File: src/hw/rtl/urfc_pkg.sv
// Shared types and constants for the ultrasonic range frame checker.
package urfc_pkg;

  localparam int unsigned ByteW  = 8;
  localparam int unsigned RangeW = 16;
  localparam int unsigned CfgIdxW = 2;

  typedef enum logic [CfgIdxW-1:0] {
    CFG_MIN_DIST = 2'd0,
    CFG_MAX_DIST = 2'd1,
    CFG_HEADER   = 2'd2,
    CFG_UNUSED   = 2'd3
  } cfg_idx_e;

  typedef enum logic [1:0] {
    STAT_OK        = 2'd0,
    STAT_CHECKSUM  = 2'd1,
    STAT_ABOVE_MAX = 2'd2,
    STAT_BELOW_MIN = 2'd3
  } frame_status_e;

  localparam logic [RangeW-1:0] MinDistRst = 16'd30;
  localparam logic [RangeW-1:0] MaxDistRst = 16'd4500;
  localparam logic [ByteW-1:0]  HeaderRst  = 8'hff;

  typedef struct packed {
    logic [RangeW-1:0] min_distance;
    logic [RangeW-1:0] max_distance;
    logic [ByteW-1:0]  header_value;
  } cfg_t;

endpackage

File: src/hw/rtl/ultrasonic_range_frame_checker_core.sv
// Ultrasonic range frame checker: parses header/high/low/checksum frames from a byte stream.
// Takes one byte per cycle unless a waiting result holds the stream; a byte is registered in the input register and
// a completed frame's result appears in the output register in the cycle after
// the checksum word is accepted, unless an earlier result still waits there.
// Only a checksum word waits on a full result register; other words keep flowing.
// Bytes before a header are dropped, and each frame yields one result word with the
// clamped distance (or the last good distance on a checksum error) and a status code.
// Configuration writes take effect on the next cycle.
module ultrasonic_range_frame_checker_core
  import urfc_pkg::*;
(
  input  logic               clk_i,
  input  logic               rst_ni,
  input  logic               cfg_we_i,
  input  logic [CfgIdxW-1:0] cfg_idx_i,
  input  logic [RangeW-1:0]  cfg_wdata_i,
  input  logic               s_axis_tvalid_i,
  output logic               s_axis_tready_o,
  input  logic [7:0]         s_axis_tdata_i,  // [7:0] rx_byte
  output logic               m_axis_tvalid_o,
  input  logic               m_axis_tready_i,
  output logic [15:0]        m_axis_tdata_o,  // [15:0] range_value
  output logic [1:0]         m_axis_tuser_o   // [1:0] frame_status
);

  cfg_t             cfg;
  logic             in_valid;
  logic [ByteW-1:0] in_byte;
  logic             pop;

  urfc_cfg_regs u_cfg (
    .clk_i       (clk_i),
    .rst_ni      (rst_ni),
    .cfg_we_i    (cfg_we_i),
    .cfg_idx_i   (cfg_idx_i),
    .cfg_wdata_i (cfg_wdata_i),
    .cfg_o       (cfg)
  );

  urfc_in_stage u_in (
    .clk_i     (clk_i),
    .rst_ni    (rst_ni),
    .s_valid_i (s_axis_tvalid_i),
    .s_ready_o (s_axis_tready_o),
    .s_byte_i  (s_axis_tdata_i),
    .valid_o   (in_valid),
    .byte_o    (in_byte),
    .pop_i     (pop)
  );

  urfc_frame_parser u_parse (
    .clk_i          (clk_i),
    .rst_ni         (rst_ni),
    .cfg_i          (cfg),
    .in_valid_i     (in_valid),
    .in_byte_i      (in_byte),
    .pop_o          (pop),
    .out_valid_o    (m_axis_tvalid_o),
    .out_ready_i    (m_axis_tready_i),
    .range_value_o  (m_axis_tdata_o),
    .frame_status_o (m_axis_tuser_o)
  );

endmodule

File: src/hw/rtl/urfc_cfg_regs.sv
// Configuration register file: distance limits and header byte.
module urfc_cfg_regs
  import urfc_pkg::*;
(
  input  logic               clk_i,
  input  logic               rst_ni,
  input  logic               cfg_we_i,
  input  logic [CfgIdxW-1:0] cfg_idx_i,
  input  logic [RangeW-1:0]  cfg_wdata_i,
  output cfg_t               cfg_o
);

  cfg_t cfg_d, cfg_q;

  always_comb begin
    cfg_d = cfg_q;
    if (cfg_we_i) begin
      unique case (cfg_idx_e'(cfg_idx_i))
        CFG_MIN_DIST: cfg_d.min_distance = cfg_wdata_i;
        CFG_MAX_DIST: cfg_d.max_distance = cfg_wdata_i;
        CFG_HEADER:   cfg_d.header_value = cfg_wdata_i[ByteW-1:0];
        default:      cfg_d = cfg_q;
      endcase
    end
  end

  always_ff @(posedge clk_i or negedge rst_ni) begin
    if (!rst_ni) begin
      cfg_q.min_distance <= MinDistRst;
      cfg_q.max_distance <= MaxDistRst;
      cfg_q.header_value <= HeaderRst;
    end else begin
      cfg_q <= cfg_d;
    end
  end

  assign cfg_o = cfg_q;

endmodule

File: src/hw/rtl/urfc_in_stage.sv
// Input register for received bytes.
module urfc_in_stage
  import urfc_pkg::*;
(
  input  logic             clk_i,
  input  logic             rst_ni,
  input  logic             s_valid_i,
  output logic             s_ready_o,
  input  logic [ByteW-1:0] s_byte_i,
  output logic             valid_o,
  output logic [ByteW-1:0] byte_o,
  input  logic             pop_i
);

  logic             valid_q;
  logic [ByteW-1:0] byte_q;

  assign s_ready_o = !valid_q || pop_i;

  always_ff @(posedge clk_i or negedge rst_ni) begin
    if (!rst_ni) begin
      valid_q <= 1'b0;
    end else if (s_ready_o) begin
      valid_q <= s_valid_i;
    end
  end

  always_ff @(posedge clk_i) begin
    if (s_ready_o && s_valid_i) begin
      byte_q <= s_byte_i;
    end
  end

  assign valid_o = valid_q;
  assign byte_o  = byte_q;

endmodule

File: src/hw/rtl/urfc_frame_parser.sv
// Frame state, checksum and limit check, and the result register.
module urfc_frame_parser
  import urfc_pkg::*;
(
  input  logic              clk_i,
  input  logic              rst_ni,
  input  cfg_t              cfg_i,
  input  logic              in_valid_i,
  input  logic [ByteW-1:0]  in_byte_i,
  output logic              pop_o,
  output logic              out_valid_o,
  input  logic              out_ready_i,
  output logic [RangeW-1:0] range_value_o,
  output logic [1:0]        frame_status_o
);

  typedef enum logic [1:0] {
    PH_HUNT  = 2'd0,
    PH_HIGH  = 2'd1,
    PH_LOW   = 2'd2,
    PH_CHECK = 2'd3
  } phase_e;

  phase_e            phase_d, phase_q;
  logic [ByteW-1:0]  high_q, low_q;
  logic [RangeW-1:0] last_q;
  logic              out_valid_q;
  logic [RangeW-1:0] range_q;
  frame_status_e     status_q;

  logic              out_free;
  logic              is_check;
  logic [ByteW-1:0]  sum;
  logic [RangeW-1:0] dist_raw;
  logic [RangeW-1:0] dist_sel;
  frame_status_e     status;

  assign out_free = !out_valid_q || out_ready_i;
  assign is_check = (phase_q == PH_CHECK);
  // Bytes that give no result move on even while a result waits.
  assign pop_o    = in_valid_i && (!is_check || out_free);

  assign sum      = cfg_i.header_value + high_q + low_q;
  assign dist_raw = {high_q, low_q};

  always_comb begin
    if (sum != in_byte_i) begin
      status   = STAT_CHECKSUM;
      dist_sel = last_q;
    end else if (dist_raw > cfg_i.max_distance) begin
      status   = STAT_ABOVE_MAX;
      dist_sel = cfg_i.max_distance;
    end else if (dist_raw < cfg_i.min_distance) begin
      status   = STAT_BELOW_MIN;
      dist_sel = cfg_i.min_distance;
    end else begin
      status   = STAT_OK;
      dist_sel = dist_raw;
    end
  end

  always_comb begin
    phase_d = phase_q;
    unique case (phase_q)
      PH_HUNT:  if (in_byte_i == cfg_i.header_value) phase_d = PH_HIGH;
      PH_HIGH:  phase_d = PH_LOW;
      PH_LOW:   phase_d = PH_CHECK;
      PH_CHECK: phase_d = PH_HUNT;
      default:  phase_d = PH_HUNT;
    endcase
  end

  always_ff @(posedge clk_i or negedge rst_ni) begin
    if (!rst_ni) begin
      phase_q     <= PH_HUNT;
      high_q      <= '0;
      low_q       <= '0;
      last_q      <= '0;
      out_valid_q <= 1'b0;
    end else begin
      if (pop_o && is_check) begin
        out_valid_q <= 1'b1;
      end else if (out_ready_i) begin
        out_valid_q <= 1'b0;
      end
      if (pop_o) begin
        phase_q <= phase_d;
        if (phase_q == PH_HIGH) begin
          high_q <= in_byte_i;
        end
        if (phase_q == PH_LOW) begin
          low_q <= in_byte_i;
        end
        if (is_check && (status != STAT_CHECKSUM)) begin
          last_q <= dist_sel;
        end
      end
    end
  end

  always_ff @(posedge clk_i) begin
    if (pop_o && is_check) begin
      range_q  <= dist_sel;
      status_q <= status;
    end
  end

  assign out_valid_o    = out_valid_q;
  assign range_value_o  = range_q;
  assign frame_status_o = status_q;

endmodule

File: config.mk
export PLATFORM = sky130hd
export DESIGN_NAME = ultrasonic_range_frame_checker_core
export DESIGN_NICKNAME = d
export VERILOG_FILES = /design/src/hw/rtl/urfc_pkg.sv /design/src/hw/rtl/ultrasonic_range_frame_checker_core.sv /design/src/hw/rtl/urfc_cfg_regs.sv /design/src/hw/rtl/urfc_in_stage.sv /design/src/hw/rtl/urfc_frame_parser.sv
export SDC_FILE = /design/constraint.sdc
export NUM_CORES = 1
export LEC_CHECK = 0
export BUFFER_PORTS_ARGS = -buffer_cell sky130_fd_sc_hd__buf_2
export CAP_MARGIN = 20
export CORE_MARGIN = 4
export CORE_UTILIZATION = 50
export DETAILED_ROUTE_END_ITERATION = 8
export GPL_TIMING_DRIVEN = 0
export PLACE_DENSITY = 0.69
export REMOVE_ABC_BUFFERS = 1
export SETUP_SLACK_MARGIN = 0.02
export SYNTH_ARGS = -nofsm -noshare
export SYNTH_HDL_FRONTEND = slang
export SYNTH_HIERARCHICAL = 1
export SYNTH_SLANG_ARGS = --single-unit
export TNS_END_PERCENT = 100
File: constraint.sdc
create_clock -name clk_i -period 4.28 [get_ports clk_i]
set_input_delay 0.856 -clock clk_i [delete_from_list [all_inputs] [get_ports clk_i]]
set_output_delay 0.856 -clock clk_i [all_outputs]
set_load 0.03 [all_outputs]
== Yosys cells after proc, flatten, opt, wreduce, memory -nomap -nowiden ==
Index checks and enable logic that the tools add are counted.
Cells by class
  $add $sub $neg: 2
  $lt $le $gt $ge: 2
  equal/unequal tests: 9
  muxes and demuxes: 10
  reductions and logical operators: 20
Operator list (number)
  $mux 16: 3
  $add 8x8->8: 2
  $gt 16x16->1: 1
  $lt 16x16->1: 1
  $reduce_and 2->1: 7
  $eq 8x8->1: 1
  $mux 2: 4
  $ne 8x8->1: 1
  $pmux 2 s4: 1
  $eq 2x2->1 const B: 3
  $eq 2x1->1 const B: 2
  $logic_and 1x1->1: 4
  $logic_not 2->1: 2
  $ne 2x1->1 const B: 2
  $logic_not 1->1: 3
  $logic_or 1x1->1: 3
  $mux 1: 2
  $reduce_bool 2->1: 1
Word-level totals
  bits in registers: 102

== Longest topological paths before layout ==
  depth after elaboration: 7
  mapped depth: 13
  gate-level depth less buffers: 11

== Cells and area by module ==
The synthesis kept the hierarchy.
Modules (own cells, without submodules)
  urfc_frame_parser: times used 1, cells an instance 397, area each 4050.1 um^2, seq. area each 1416.4 um^2
  urfc_cfg_regs: times used 1, cells an instance 85, area each 1532.7 um^2, seq. area each 1022.2 um^2
  urfc_in_stage: times used 1, cells an instance 12, area each 294.0 um^2, seq. area each 265.3 um^2

== Least setup slack after synthesis ==
No wires, ideal clock.
  path kind: flip-flop to flip-flop
  start: register u_cfg.cfg_q (netlist bit u_cfg/cfg_o[0])
  end: register u_parse.range_q[6] (netlist: u_parse/range_value_o[6]) (data pin)
  setup time: 0.169 ns
  arrival: 3.070 ns
  required time: 4.111 ns
  slack: 1.041 ns
  stages on the path, launching flop included: 14
  path buffers: 2
  path through: dfstp_2 > inv_1 > fa_1 > inv_1 > ha_1 > fa_1 > xnor2_1 > nand3_1 > nor4b_2 > o211ai_1 > or2_1 > buf_2 > buf_2 > o31ai_1
Between the ends
  word-level cells in the longest chain between the ends: 4
Ends and longest elaborated chain
  start: declaration: line urfc_cfg_regs.sv:13  | cfg_t cfg_d, cfg_q;
  start signal: assignment: line urfc_cfg_regs.sv:33  | cfg_q <= cfg_d;
  $add 8x8->8 (2 in a row): line urfc_frame_parser.sv:43  | assign sum = cfg_i.header_value + high_q + low_q;
  $ne 8x8->1: line urfc_frame_parser.sv:47  | if (sum != in_byte_i) begin
  $mux 16: line urfc_frame_parser.sv:47
  named net u_parse.dist_sel[6]: line urfc_frame_parser.sv:35  | logic [RangeW-1:0] dist_sel;
  end signal: assignment: line urfc_frame_parser.sv:103  | range_q <= dist_sel;
  end: declaration: line urfc_frame_parser.sv:28  | logic [RangeW-1:0] range_q;
The timed path passes the listed nets, and every way through them passes these cells.
A chain may end at the register's enable or synchronous reset.

== Worst setup path in the final report ==
  start: register u_cfg.cfg_q (netlist bit u_cfg/cfg_o[0])
  end: register u_parse.range_q[3] (netlist: u_parse/range_value_o[3]) (data pin)
The elaborated chain is that of the path after synthesis.

==> results.md <==
* Clock sinks at 102
* Min-delay worst type: in -> async
* Starting Density at 51.25%
* Met2 wire length at 6.832 mm
* CTS Buffer Depth at 2
* Overall global routing resource usage at 21.74%
* Final setup vio count at 0
* Die height at 116.4 um
* #FFs+latches synth at 102
* Sequential cell area at 0.002704 mm^2
* DR pass1 iterations at 4
* Max-cap violations at 0
* Syn Area/Cell at 11.90 um^2
* Synth Warn # at 6
* Die ar. at 0.01355 mm^2
* Asr flop ratio synth at 74.51%
* Vias in the first global route at 4329
* Critical path launch point type: register
* Nets at 619
* Clk slew on worst S/H paths at 0.07 ns
* EDFF count, synth at 26
* Grt ovf at 0
* Non-Filler Cell Area, Final at 0.006588 mm^2
* Share of cells above drive strength 1 at 30.88%
* Core area at 0.01147 mm^2
* Cell Rows at 39
* RR Endpoint: u_parse/range_value_o[3]
* Post-synth cell types at 54
* Area Overhead vs Synth at 12.09%
* Final wirelength at 13.96 mm
* Power Density at 806.3 mW/mm^2
* Critical path class: reg -> reg
* R2R depth at 13
* # IOs at 51
* Cell Area, Placed at 0.006295 mm^2
* Status: finished clean
* R2r setup slk at 0.25 ns
* Highest routed metal layer: met4
* Critical path fanouts, max at 18
* CTS tree: done
* Leak Pwr at 2.792 nW
* GP Congestion at 0.8745
* TritonCTS Buffers at 9
* Root Buffer: clkbuf_16
* Hold_ws at 0.4414 ns
* Clock period minus worst slack at 4.030 ns
* Crit path arrival time at 4.16 ns
* Fillers at 940
* Peak VDD IR at 0.5249 mV
* Max-slew violation count at 0
* RSZ-0062 raised after global routing: false
* Worst slew pin tran at 0.9658 ns
* Most frequent cells in the layout: dfrtp_1 (59), mux2_2 (57), buf_2 (49)
* Die extent in x at 116.4 um
* Top FF cell, synth: dfrtp_1
* Clock Latency Late Sink at 0.35 ns
* Initial antenna violation count at 0
* Slowest CP cell: dfstp_2
* Hpwl dp at 10.01 mm
* H-tree depth at 3
* Met3 WL post-DR at 776 um
* Req. time, crit path at 4.41 ns
* First-pass GRT wire length at 22.43 mm
* DR DRC count at 0
* Seq/Total Area, Yosys at 46.01%
* Cell Chain, Critical Path: inv_1, fa_1, inv_1, ha_1, fa_1, xnor2_1, nand3_1, nor4b_2, o211ai_1, buf_6, buf_4, or2_2, o31ai_1
* Post-Synthesis Cell Area at 0.005877 mm^2
* Fin. Hold Viols at 0
* Detail-routed via count per cell at 6.134
* Worst r2r src: u_cfg/cfg_o[0]
* DR iter-0 viols at 270
* Port buffer count at 50
* # diodes at 0
* M1 wire length at 6.054 mm
* Biggest cell delay along the critical path at 0.55 ns
* Layout Cells excl Fill at 687
* Clock Skews at 0.006658 ns
* Placed cell count at 670
* Antenna Nets Post-Route at 0
* WL/cell at 20.32 um
* Endpoint class of the critical path: register
* Most common cell after layout, fill and taps aside: dfrtp_1
* Syn Inst Count at 494
* Vias at 4214
* Fmax achieved at 248.2 MHz
* Slew Limit Headroom at 35.61%
* Final period utilization at 94.15%
* Largest net degree at the start of global routing at 47
* Area occupied by multi-input gates at 0.002924 mm^2
critical path, delay by kind of cell, from the launching register on:
kind            cells  cell delay [ns]
fa+ha+maj           3             1.07
simple gates        3             0.86
compound gates      2             0.63
buf+inv             4             0.53
flops               1             0.55
xor+xnor            1             0.16
stage by stage:
| stage | total power [W] | setup TNS [ns] | setup WS [ns] | utilization [%] |
|---|---|---|---|---|
| 2_1_floorplan | 0.003518 | 0 | 0.2055 | - |
| 3_3_place_gp | 0.003991 | -27.78 | -0.9763 | 53.93 |
| 3_5_place_dp | 0.004493 | -0.004552 | -0.004552 | 54.89 |
| 4_1_cts | 0.005287 | 0 | 0.04778 | 57.37 |
| 5_1_grt | 0.005697 | 0 | 0.07465 | 57.45 |
| 6_report | 0.005311 | 0 | 0.2502 | 57.45 |
cells by family after synthesis:
family                   share of synthesized area, %
AO/OA/AOI/OAI                                   18.74
flip-flops                                      46.01
buffers and inverters                           4.556
multiplexers                                    10.92
AND/OR/NAND/NOR                                 5.195
adder cells (fa/ha/maj)                         11.45
XOR/XNOR                                        3.130
timing repair:
item	4_1_cts	5_1_grt
hold buffers	0	0
pin swaps	0	1
setup endpoints to repair	2	30
hold endpoints to repair	0	0
gates resized for setup	2	1
buffers inserted	0	1
worst max path at each step:
stage                                 start                       end  slack (ns)
final                        u_cfg/cfg_o[0]  u_parse/range_value_o[3]        0.25
after CTS                    u_cfg/cfg_o[0]        u_parse/last_q[12]        0.05
after detailed placement     u_cfg/cfg_o[0]  u_parse/range_value_o[4]      -0.005
after global placement    u_parse/high_q[1]  u_parse/range_value_o[4]       -0.98
after floorplan              u_cfg/cfg_o[1]  u_parse/range_value_o[0]        0.21
after global routing         u_cfg/cfg_o[0]  u_parse/range_value_o[3]        0.07
cell usage after synthesis, types with 2 or more instances:
cell type	number	share of area (%)
a2111oi_0	7	1.0
a2111oi_2	9	2.3
a211oi_1	18	2.3
a21o_1	3	0.38
a21oi_1	27	2.3
buf_2	4	0.34
buf_6	3	0.57
clkbuf_1	15	0.96
dfrtp_1	59	25
dfstp_2	17	7.6
edfxtp_1	26	13
fa_1	8	2.7
ha_1	41	8.7
inv_1	39	2.5
mux2_2	57	11
nand2_1	11	0.70
nand2b_1	3	0.32
nand3_1	6	0.51
nand4_1	6	0.64
nor2_1	5	0.32
nor2b_1	2	0.21
nor3_1	4	0.34
o211ai_1	2	0.26
o21ai_0	24	2.0
o31ai_1	49	6.3
or2_2	2	0.21
xnor2_1	17	2.5
xor2_1	4	0.60
area by class of cell:
cell class / instances / share of cell area [%]
repair buffers: 58 / 5.394
flip-flops and latches: 102 / 41.04
clock buffers: 12 / 3.894
inverters: 39 / 2.222
well taps: 143 / 2.716
clock inverters: 4 / 0.3419
multi-input cells: 329 / 44.39
where the power goes:
part / internal, W / leakage [nW] / switching [W] / total (W)
clock: 0.000423 / 0.140 / 0.000348 / 0.000771
combinational: 0.00118 / 1.50 / 0.00185 / 0.00303
sequential: 0.00126 / 1.15 / 0.000250 / 0.00151
flip-flops by register name (all words and copies together), names as in the netlist:
name and count:
u_in/valid_o 1, u_cfg/cfg_o 40, u_parse/out_valid_o 1, u_parse/high_q 8
u_parse/phase_q 2, u_parse/low_q 8, u_parse/frame_status_o 2, u_parse/range_value_o 16
u_in/byte_o 8, u_parse/last_q 16
routing by layer:
layer | GRT usage (%) | vias to the layer above
met5 | 0 | -
met4 | 8.275 | 0
met3 | 3.627 | 23
met2 | 35.96 | 133
met1 | 28.77 | 2092
li1 | - | 1966
No activity file was read; power rests on OpenSTA's default activity.
